[config.mk]
export PLATFORM = sky130hd
export DESIGN_NAME = dmx_rle_decoder_core
export DESIGN_NICKNAME = d
export VERILOG_FILES = /design/src/sv/drle_pkg.sv /design/src/sv/drle_in_reg.sv /design/src/sv/drle_engine.sv /design/src/sv/drle_out_reg.sv /design/src/sv/dmx_rle_decoder_core.sv
export SDC_FILE = /design/constraint.sdc
export NUM_CORES = 1
export LEC_CHECK = 0
export BUFFER_PORTS_ARGS = -buffer_cell sky130_fd_sc_hd__buf_2
export CORE_ASPECT_RATIO = 2
export CORE_MARGIN = 2
export CORE_UTILIZATION = 29
export CTS_BUF_LIST = sky130_fd_sc_hd__clkbuf_8
export DETAILED_ROUTE_END_ITERATION = 12
export PLACE_DENSITY = 0.51
export SLEW_MARGIN = 5
export SYNTH_ARGS = -nofsm -noshare
export SYNTH_HDL_FRONTEND = slang
export SYNTH_HIERARCHICAL = 1
export SYNTH_SLANG_ARGS = --single-unit
[constraint.sdc]
create_clock -name clk_i -period 11.8 [get_ports clk_i]
set_input_delay 3.54 -clock clk_i [delete_from_list [all_inputs] [get_ports clk_i]]
set_output_delay 3.54 -clock clk_i [all_outputs]
set_load 0.01 [all_outputs]
[src/sv/drle_pkg.sv]
package drle_pkg;

  // Default frame size in bytes; the top level hands it down as FRAME_BYTES.
  localparam int unsigned DRLE_FRAME_BYTES = 512;

  // Bit of a header byte that marks a repeat run.
  localparam int unsigned REPEAT_FLAG_BIT = 7;

  // Decoder phase codes.
  localparam logic [1:0] PH_HEADER  = 2'd0;
  localparam logic [1:0] PH_REPEAT  = 2'd1;
  localparam logic [1:0] PH_LITERAL = 2'd2;

  typedef struct packed {
    logic [7:0] coded_byte;
    logic       packet_first;
    logic       packet_last;
    logic [9:0] out_capacity;
  } drle_item_t;

  typedef struct packed {
    logic [8:0] write_pos;
    logic [7:0] fill_value;
    logic [6:0] run_length;
    logic [9:0] total_written;
    logic       is_last;
  } drle_result_t;

endpackage

[src/sv/drle_in_reg.sv]
module drle_in_reg import drle_pkg::*; (
  input  logic       clk_i,
  input  logic       rst_ni,
  input  logic       in_valid_i,
  input  drle_item_t item_i,
  input  logic       advance_i,
  output logic       stall_o,
  output logic       vld_o,
  output drle_item_t item_o
);

  logic       vld_q, vld_d;
  drle_item_t item_q;
  logic       accept;

  // A held item that cannot move on blocks the next request.
  assign stall_o = vld_q && !advance_i;
  assign accept  = in_valid_i && !stall_o;

  always_comb begin
    vld_d = vld_q;
    if (accept) begin
      vld_d = 1'b1;
    end else if (advance_i) begin
      vld_d = 1'b0;
    end
  end

  always_ff @(posedge clk_i or negedge rst_ni) begin
    if (!rst_ni) begin
      vld_q <= 1'b0;
    end else begin
      vld_q <= vld_d;
    end
  end

  always_ff @(posedge clk_i) begin
    if (accept) begin
      item_q <= item_i;
    end
  end

  assign vld_o  = vld_q;
  assign item_o = item_q;

endmodule

[src/sv/drle_engine.sv]
module drle_engine import drle_pkg::*; #(
  parameter int unsigned FRAME_BYTES = DRLE_FRAME_BYTES
) (
  input  logic         clk_i,
  input  logic         rst_ni,
  input  logic         item_vld_i,
  input  drle_item_t   item_i,
  input  logic         out_free_i,
  output logic         advance_o,
  output logic         res_load_o,
  output drle_result_t res_o
);

  localparam int unsigned CW = $clog2(FRAME_BYTES + 1);
  localparam int unsigned XW = (CW > 10) ? CW : 10;

  logic [1:0]    phase_q, phase_d;
  logic [6:0]    pend_q, pend_d;
  logic [CW-1:0] pos_q, pos_d;
  logic [CW-1:0] cap_q, cap_d;

  logic [1:0]    phase_x;
  logic [6:0]    pend_x;
  logic [XW-1:0] pos_x, cap_x, cap_in_x, frame_x, cnt_x, pos_n_x, cap_n_x;
  logic [6:0]    run;
  logic          produce;
  logic [CW:0]   pc_sum;

  always_comb begin
    cap_in_x = XW'(item_i.out_capacity);
    frame_x  = XW'(FRAME_BYTES);

    // The first byte of a packet restarts the decoder before it is decoded.
    if (item_i.packet_first) begin
      phase_x = PH_HEADER;
      pend_x  = '0;
      pos_x   = '0;
      cap_x   = (cap_in_x > frame_x) ? frame_x : cap_in_x;
    end else begin
      phase_x = phase_q;
      pend_x  = pend_q;
      pos_x   = XW'(pos_q);
      cap_x   = XW'(cap_q);
    end

    cnt_x = XW'(item_i.coded_byte[6:0]);
    if (cnt_x > cap_x) begin
      cnt_x = cap_x;
    end

    phase_d = phase_x;
    pend_d  = pend_x;
    run     = '0;
    if (cap_x != '0) begin
      unique case (phase_x)
        PH_REPEAT: begin
          run     = pend_x;
          phase_d = PH_HEADER;
          pend_d  = '0;
        end
        PH_LITERAL: begin
          run    = 7'd1;
          pend_d = pend_x - 7'd1;
          if (pend_d == '0) begin
            phase_d = PH_HEADER;
          end
        end
        default: begin
          pend_d = cnt_x[6:0];
          if (item_i.coded_byte[REPEAT_FLAG_BIT]) begin
            phase_d = PH_REPEAT;
          end else if (cnt_x != '0) begin
            phase_d = PH_LITERAL;
          end else begin
            phase_d = PH_HEADER;
          end
        end
      endcase
    end

    produce = (run != '0);
    pos_n_x = pos_x + XW'(run);
    cap_n_x = cap_x - XW'(run);

    pos_d = pos_n_x[CW-1:0];
    cap_d = cap_n_x[CW-1:0];
    // After the last byte of a packet everything is ignored until the next one.
    if (item_i.packet_last) begin
      cap_d   = '0;
      phase_d = PH_HEADER;
      pend_d  = '0;
    end

    res_o.write_pos     = pos_x[8:0];
    res_o.fill_value    = item_i.coded_byte;
    res_o.run_length    = run;
    res_o.total_written = pos_n_x[9:0];
    res_o.is_last       = (cap_n_x == '0) || item_i.packet_last;
  end

  assign advance_o  = item_vld_i && (!produce || out_free_i);
  assign res_load_o = advance_o && produce;

  always_ff @(posedge clk_i or negedge rst_ni) begin
    if (!rst_ni) begin
      phase_q <= PH_HEADER;
      pend_q  <= '0;
      pos_q   <= '0;
      cap_q   <= '0;
    end else if (advance_o) begin
      phase_q <= phase_d;
      pend_q  <= pend_d;
      pos_q   <= pos_d;
      cap_q   <= cap_d;
    end
  end

  assign pc_sum = {1'b0, pos_q} + {1'b0, cap_q};

  a_spent_idle: assert property (@(posedge clk_i) disable iff (!rst_ni)
    (cap_q == '0) |-> (phase_q == PH_HEADER && pend_q == '0))
    else $error("decoder holds a pending run with no capacity left");

  a_pend_fits: assert property (@(posedge clk_i) disable iff (!rst_ni)
    (CW'(pend_q) <= cap_q) || (CW < 7 && XW'(pend_q) <= XW'(cap_q)))
    else $error("pending count exceeds remaining capacity");

  a_literal_owed: assert property (@(posedge clk_i) disable iff (!rst_ni)
    (phase_q == PH_LITERAL) |-> (pend_q != '0))
    else $error("literal phase with nothing owed");

  a_frame_bound: assert property (@(posedge clk_i) disable iff (!rst_ni)
    pc_sum <= (CW + 1)'(FRAME_BYTES))
    else $error("position plus capacity exceeds the frame");

  a_hold_on_stall: assert property (@(posedge clk_i) disable iff (!rst_ni)
    (item_vld_i && !advance_o) |=> $stable(phase_q) && $stable(pos_q))
    else $error("decoder state moved without a request advancing");

endmodule

[src/sv/drle_out_reg.sv]
module drle_out_reg import drle_pkg::*; (
  input  logic         clk_i,
  input  logic         rst_ni,
  input  logic         load_i,
  input  drle_result_t res_i,
  input  logic         stall_i,
  output logic         free_o,
  output logic         valid_o,
  output drle_result_t res_o
);

  logic         vld_q, vld_d;
  drle_result_t res_q;

  // The register can take a new result when empty or when its request leaves now.
  assign free_o = !vld_q || !stall_i;

  always_comb begin
    vld_d = vld_q;
    if (load_i) begin
      vld_d = 1'b1;
    end else if (free_o) begin
      vld_d = 1'b0;
    end
  end

  always_ff @(posedge clk_i or negedge rst_ni) begin
    if (!rst_ni) begin
      vld_q <= 1'b0;
    end else begin
      vld_q <= vld_d;
    end
  end

  always_ff @(posedge clk_i) begin
    if (load_i) begin
      res_q <= res_i;
    end
  end

  assign valid_o = vld_q;
  assign res_o   = res_q;

endmodule

[src/sv/dmx_rle_decoder_core.sv]
// A write command reaches the outputs once its coded byte, held in the input register,
// is decoded and loaded into the result register when that register is free.
// Throughput: one coded byte per cycle while out_stall_i holds back no write; the input
// register, the decode logic and the result register form a two-stage pipeline with one
// state update per byte. A byte producing no write never waits on the result register.
// Reset (rst_ni low, asynchronous) empties both registers, sets the decoder to
// expect a header and zeroes the capacity, so bytes are ignored until packet_first.
module dmx_rle_decoder_core import drle_pkg::*; #(
  parameter int unsigned FRAME_BYTES = DRLE_FRAME_BYTES
) (
  input  logic       clk_i,
  input  logic       rst_ni,
  input  logic       in_valid_i,
  output logic       in_stall_o,
  input  logic [7:0] coded_byte_i,
  input  logic       packet_first_i,
  input  logic       packet_last_i,
  input  logic [9:0] out_capacity_i,
  output logic       out_valid_o,
  input  logic       out_stall_i,
  output logic [8:0] write_pos_o,
  output logic [7:0] fill_value_o,
  output logic [6:0] run_length_o,
  output logic [9:0] total_written_o,
  output logic       is_last_o
);

  drle_item_t   in_item, held_item;
  drle_result_t eng_res, out_res;
  logic         held_vld, advance, res_load, out_free;

  assign in_item.coded_byte   = coded_byte_i;
  assign in_item.packet_first = packet_first_i;
  assign in_item.packet_last  = packet_last_i;
  assign in_item.out_capacity = out_capacity_i;

  drle_in_reg u_in_reg (
    .clk_i      (clk_i),
    .rst_ni     (rst_ni),
    .in_valid_i (in_valid_i),
    .item_i     (in_item),
    .advance_i  (advance),
    .stall_o    (in_stall_o),
    .vld_o      (held_vld),
    .item_o     (held_item)
  );

  drle_engine #(
    .FRAME_BYTES (FRAME_BYTES)
  ) u_engine (
    .clk_i      (clk_i),
    .rst_ni     (rst_ni),
    .item_vld_i (held_vld),
    .item_i     (held_item),
    .out_free_i (out_free),
    .advance_o  (advance),
    .res_load_o (res_load),
    .res_o      (eng_res)
  );

  drle_out_reg u_out_reg (
    .clk_i   (clk_i),
    .rst_ni  (rst_ni),
    .load_i  (res_load),
    .res_i   (eng_res),
    .stall_i (out_stall_i),
    .free_o  (out_free),
    .valid_o (out_valid_o),
    .res_o   (out_res)
  );

  assign write_pos_o     = out_res.write_pos;
  assign fill_value_o    = out_res.fill_value;
  assign run_length_o    = out_res.run_length;
  assign total_written_o = out_res.total_written;
  assign is_last_o       = out_res.is_last;

endmodule
==> results of run 1 <==
## power groups by stage
stage / Sequential (W) / Clock (W) / Combinational, W
after global routing: 0.000366 / 0.000240 / 0.000202
after detailed placement: 0.000370 / 0 / 0.000182
after global placement: 0.000370 / 0 / 0.000180
after floorplan: 0.000362 / 0 / 0.000138
after CTS: 0.000364 / 0.000231 / 0.000183
final: 0.000364 / 0.000222 / 0.000183
## metal layers
layer	part of all wire [%]	vias to the layer above	global-route usage, %
li1	-	1740	-
met4	5.6	0	10.2
met3	3.1	37	1.72
met1	34	1727	14.2
met2	57	87	27.2
met5	0	-	0
## layout by cell type, fill, tap and decap left out, types with 3 or more instances in the layout
master	count
inv_1	38
nand2_1	47
a21o_1	6
a211oi_1	3
o211ai_1	4
mux2i_1	8
a22o_1	3
nand3_1	5
nand4_1	8
nand2b_1	6
or4_1	3
buf_4	3
nor3_1	12
mux2_2	6
o21a_1	3
a21boi_0	3
o21ai_0	18
buf_2	60
or2_2	3
ha_1	24
edfxtp_1	55
a211o_1	3
clkbuf_8	9
o22ai_1	8
nor2b_1	20
o2bb2ai_1	4
nor2_1	20
a22oi_1	3
xnor2_1	13
a21oi_1	13
dfrtp_1	31
o31ai_1	6
nor4_1	4
## how the worst min path moves through the flow
stage,start,to,slack (ps),cells past startpoint
final,u_engine/pos_q[0]$_DFFE_PN0P_,u_engine/pos_q[0]$_DFFE_PN0P_,470,2
after global routing,u_engine/pos_q[0]$_DFFE_PN0P_,u_engine/pos_q[0]$_DFFE_PN0P_,500,2
after CTS,u_engine/pos_q[3]$_DFFE_PN0P_,u_engine/pos_q[3]$_DFFE_PN0P_,480,2
after detailed placement,u_engine/pos_q[0]$_DFFE_PN0P_,u_engine/pos_q[0]$_DFFE_PN0P_,460,2
after global placement,u_engine/pos_q[4]$_DFFE_PN0P_,u_engine/pos_q[4]$_DFFE_PN0P_,450,2
after floorplan,u_engine/pos_q[0]$_DFFE_PN0P_,u_engine/pos_q[0]$_DFFE_PN0P_,440,2
## Yosys cell counts (all sizes together), types with 3 or more instances
master,number,share of area [%]
edfxtp,55,34
nand2,47,3.6
inv,35,2.7
dfrtp,31,16
ha,24,6.1
nor2,21,1.7
nor2b,20,2.5
o21ai,20,2.1
buf,19,2.8
a21oi,14,1.5
nor3,13,1.4
xnor2,13,2.3
o22ai,9,1.3
mux2i,8,1.6
nand4,8,1.0
nand2b,7,1.0
a21o,6,0.91
clkbuf,6,0.48
mux2,6,1.4
o31ai,6,0.91
nand3,5,0.51
nor4,5,0.94
o2bb2ai,5,1.0
a211o,4,0.74
a211oi,4,0.61
a22oi,4,0.71
o211ai,4,0.61
a2111oi,3,0.66
a21boi,3,0.46
a22o,3,0.53
o21a,3,0.46
or2,3,0.38
or3,3,0.41
or4,3,0.46
## layout make-up
cell class | count | area [µm²]
Fill cell | 1680 | 11100
Sequential cell | 86 | 2430
Multi-Input combinational cell | 301 | 2220
Timing Repair Buffer | 63 | 323
Tap cell | 207 | 259
Inverter | 36 | 136
Clock buffer | 9 | 124
Clock inverter | 7 | 83.8
## stage by stage
stage                     std cells  cell area [µm²]  power [W]  setup slack, ps  hold slack (ps)
after floorplan                 448             4930   0.000500             3770              438
after global placement          693             5370   0.000550             3330              452
after detailed placement        693             5370   0.000552             3280              457
after CTS                       709             5580   0.000778             3280              478
after global routing            709             5580   0.000809             3190              496
final                           709             5580   0.000768             3300              474
## state kept, by name (all words and copies together), names as in the netlist
name and cells:
u_out_reg/res_o 35, u_out_reg/valid_o 1, u_in_reg/vld_o 1, u_engine/pos_q 10, u_engine/pend_q 7, u_engine/cap_q 10, u_in_reg/item_o 20, u_engine/phase_q 2
## cells by family after synthesis
group,Yosys count,share of synthesized area [%]
multiplexers,14,3.00
adder cells (fa/ha/maj),26,6.91
buffers and inverters,61,6.07
flip-flops,86,49.3
XOR/XNOR,14,2.49
AO/OA/AOI/OAI,105,16.4
AND/OR/NAND/NOR,142,15.9
## worst max-delay path: stages
cell and delay, ps:
buf_2 110, nand2_1 150, nor3b_1 80, o31ai_1 120, o311ai_4 170, inv_1 400
nand2b_4 240, inv_1 40, buf_2 130
==> results.txt, run 1 <==
CP endpoint = in_stall_o
CTS tree = yes
R2R Setup Slk = 6990 ps
io pins = 61
Diodes inserted = 0
Async S/R FF share, synth = 36.0%
Vias/cell = 5.06
Lkg Pwr = 2.36 nW
ANT nets after route = 0
TritonCTS Buffers = 9
Final HPWL DP = 9890 µm
GRT Overall Usage = 14.6%
chip width = 96.2 µm
setup bufs post-CTS = 0
run status = complete, no violations
Post-synth top flop = edfxtp_1
Clock transition at path regs = 80 ps
Logic pwr share = 23.8%
DRT Wirelength = 12700 µm
num rows = 67
H-tree levels = 3
Worst-Margin Slew = 815 ps
clock tree buffer depth = 2
sw frac = 31.1%
Seq pwr share = 47.4%
Final Skew = 11.3 ps
CP Data Required Time = 8260 ps
Area Overhead vs Synth = 13.2%
crit path kind = in -> out
vias after detailed routing = 3591
Avg Inst Size Synth = 11.0 µm²
register area share after synthesis = 49.3%
relative slew slack = 45.1%
MaxCap Viol Count = 0
Nets = 547
Max FO, Critical Path = 11
Post-synth EDFFs = 55
fin crit period = 8500 ps
Synth Cell Area = 4930 µm²
Synthesized Nets = 498
reg-to-reg critical path startpoint = u_in_reg/item_o[11]$_DFFE_PP_
total power divided by cell area = 138 nW/µm²
drt first pass iters = 4
unrepaired setup endpoints after global routing = no
IR drop worst, VDD = 0.0000473 V
fin util = 33.4%
Switch Pwr = 0.000239 W
core area = 16700 µm²
hold_buf cts = 0
pin count of the biggest net entering global routing = 46
vias in the first global route = 3723
antenna violations before repair = 0
final hold violation count = 0
CTS root buffer = clkbuf_8
first-pass GRT wire length = 19600 µm
setup violators final = 0
Hold Crit Class = reg -> reg
RePlAce Congestion = 0.898
Worst EP arrival = 4960 ps
drc violations = 0
Clk pwr share = 28.8%
Crit. End Element = output pin
max frequency = 118 MHz
Yosys Warn Count = 6
internal power of the cells = 0.000529 W
Total Neg Setup Slack = 0 ps
wire length per cell = 17.8 µm
PortBufs = 60
CTS resizes = 0
share of cells above drive strength 1 = 21.7%
Max Slew Vio Count = 0
synthesized instance count = 448
clock sinks = 86
Seq cells post-synth = 86
number of distinct library cells after synthesis = 75
initial DRC count = 213
launch point of the worst path = out_stall_i
worst reg2reg endpoint = u_out_reg/res_o[0]$_DFFE_PP_
Startpoint Class = input port
Register-to-Register Path Depth = 12
GRT overflow = 0
Die Span Y = 188 µm
DIE AREA = 18100 µm²
effective utilization at floorplan = 29.5%
Final Cycle Share = 72.1%
Worst-Skew Late Latency = 370 ps
Note: power is estimated with default switching activity, not from simulation.
==> run 2, diff against run 1 <==
==> constraint.sdc (replaced) <==
create_clock -name clk_i -period 8.4 [get_ports clk_i]
set_input_delay 2.52 -clock clk_i [delete_from_list [all_inputs] [get_ports clk_i]]
set_output_delay 2.52 -clock clk_i [all_outputs]
set_load 0.01 [all_outputs]
==> run 2 against run 1 <==
  * Largest power group unchanged
  * Die area did not move
  * Register-to-register slack got worse by 3700 ps
  * Critical path type unchanged
  * Final cell count rose by 0.14%
  * Clock-buffer cell count did not move
  * First-iteration DRC count fell by 20%
  * Sequential power rose by 42%
==> results.txt, run 2 (synthesis gave the netlist of run 1 again) <==
IR drop worst, VDD = 0.0000685 V (was 0.0000473 V)
Startpoint Class = input port (unchanged)
WHS Endpoint = u_engine/pos_q[4]$_DFFE_PN0P_ (was u_engine/pos_q[0]$_DFFE_PN0P_)
clock sinks = 86 (unchanged)
max frequency = 163 MHz
Area Overhead vs Synth = 13.3% (was 13.2%)
RePlAce Congestion = 0.864 (was 0.898)
run status = complete, no violations (unchanged)
initial DRC count = 170 (was 213)
total power divided by cell area = 195 nW/µm² (was 138 nW/µm²)
most frequent cells in the layout = buf_2 (60), edfxtp_1 (55), nand2_1 (47), inv_1 (38), dfrtp_1 (31) (unchanged)
clock tree buffer depth = 2 (unchanged)
pin count of the biggest net entering global routing = 37 (was 46)
H-tree levels = 3 (unchanged)
Max Slew Vio Count = 0 (unchanged)
Crit. End Element = output pin (unchanged)
fin crit period = 6140 ps
GRT Overall Usage = 15.2% (was 14.6%)
Hold Crit Class = reg -> reg (unchanged)
vias after detailed routing = 3666 (was 3591)
Register-to-Register Path Depth = 11 (was 12)
TritonCTS Buffers = 9 (unchanged)
Diodes inserted = 0 (unchanged)
CTS root buffer = clkbuf_8 (unchanged)
num rows = 67 (unchanged)
Final Cycle Share = 73.1%
Worst-Margin Slew = 975 ps (was 815 ps)
wire length per cell = 18.5 µm (was 17.8 µm)
CTS tree = yes (unchanged)
GRT overflow = 0 (unchanged)
Nets = 548 (was 547)
reg-to-reg critical path startpoint = u_in_reg/item_o[11]$_DFFE_PP_ (unchanged)
fill count = 1675 (was 1680)
antenna violations before repair = 0 (unchanged)
hold_buf cts = 0 (unchanged)
final hold violation count = 0 (unchanged)
Die Span Y = 188 µm (unchanged)
Area after DPL = 5380 µm² (was 5370 µm²)
ANT nets after route = 0 (unchanged)
Vias/cell = 5.16 (was 5.06)
chip width = 96.2 µm (unchanged)
effective utilization at floorplan = 29.5% (unchanged)
commonest non-fill, non-tap cell in the layout = buf_2 (unchanged)
multi-input logic area = 2220 µm² (unchanged)
core area = 16700 µm² (unchanged)
CP Data Required Time = 5880 ps (was 8260 ps)
io pins = 61 (unchanged)
vias in the first global route = 3715 (was 3723)
share of cells above drive strength 1 = 21.9% (was 21.7%)
Worst Slack Setup Final = 2260 ps (was 3300 ps)
MaxCap Viol Count = 0 (unchanged)
PortBufs = 60 (unchanged)
worst reg2reg endpoint = u_out_reg/res_o[0]$_DFFE_PP_ (unchanged)
Hold Crit Start = u_engine/pos_q[4]$_DFFE_PN0P_ (was u_engine/pos_q[0]$_DFFE_PN0P_)
unrepaired setup endpoints after global routing = no (unchanged)
Total Neg Setup Slack = 0 ps (unchanged)
Worst EP arrival = 3620 ps (was 4960 ps)
Clock transition at path regs = 90 ps (was 80 ps)
drt first pass iters = 4 (unchanged)
DRT Wirelength = 13100 µm (was 12700 µm)
first-pass GRT wire length = 20100 µm (was 19600 µm)
FF/Latch Area = 2430 µm² (unchanged)
Worst-Skew Late Latency = 380 ps (was 370 ps)
Max FO, Critical Path = 3 (was 11)
Final HPWL DP = 10300 µm (was 9890 µm)
CTS resizes = 0 (unchanged)
setup bufs post-CTS = 0 (unchanged)
WHS Path Cells = 2 (unchanged)
R2R Setup Slk = 3290 ps (was 6990 ps)
Final Skew = 13.1 ps (was 11.3 ps)
DIE AREA = 18100 µm² (unchanged)
Lkg Pwr = 2.37 nW (was 2.36 nW)
max FFs per register = 35 (unchanged)
crit path kind = in -> out (unchanged)
relative slew slack = 35.0% (was 45.1%)
setup violators final = 0 (unchanged)
Place WS = 2230 ps (was 3280 ps)
drc violations = 0 (unchanged)
Finished Cell Area = 5580 µm² (about the same)
[run 2: report_power, final]
part | internal, W | switching (W) | leakage, nW
sequential | 0.000479 | 0.0000367 | 0.945
combinational | 0.000102 | 0.000158 | 1.31
clock | 0.000164 | 0.000149 | 0.113
[run 2: worst max-delay path, stage by stage]
cell,delay [ps]
buf_2,90
nand2_1,120
nor3b_1,220
o31ai_1,130
o311ai_4,120
inv_1,110
nand2b_4,160
inv_1,50
buf_2,110
[run 2: area by class of cell]
class                      count  share of cell area (%)
sequential                    86                    43.5
multi-input combinational    301                    39.8
timing repair buffer          64                    5.92
tap                          207                    4.64
inverter                      36                    2.44
clock buffer                   9                    2.22
clock inverter                 7                    1.50
[run 2: worst max-delay path by stage]
stage | start | to | slack [ps] | depth (start not counted)
2_1_floorplan | out_stall_i | u_out_reg/res_o[0]$_DFFE_PP_ | 1950 | 7
3_3_place_gp | out_stall_i | in_stall_o | 2230 | 9
3_5_place_dp | out_stall_i | in_stall_o | 2230 | 9
4_1_cts | out_stall_i | in_stall_o | 2220 | 9
5_1_grt | out_stall_i | in_stall_o | 2160 | 9
6_report | out_stall_i | in_stall_o | 2260 | 9
[run 2: per-layer routing]
layer  wire length (µm)  up-vias  track usage, %  part of all wire (%)
met1               4330     1790            14.2                    33
met4                631        0            9.84                   4.8
li1                   -     1741               -                     -
met5                  0        -               0                     0
met3                452       32            2.12                   3.4
met2               7730      103            28.8                    59
[run 2: through the flow]
stage	hold WS [ps]	std cells	total power (W)	utilization, %
after floorplan	438	448	0.000702	-
after global placement	451	694	0.000778	32.2
after detailed placement	455	694	0.000781	32.2
after CTS	478	710	0.00110	33.5
after global routing	513	710	0.00114	33.5
final	477	710	0.00109	33.5
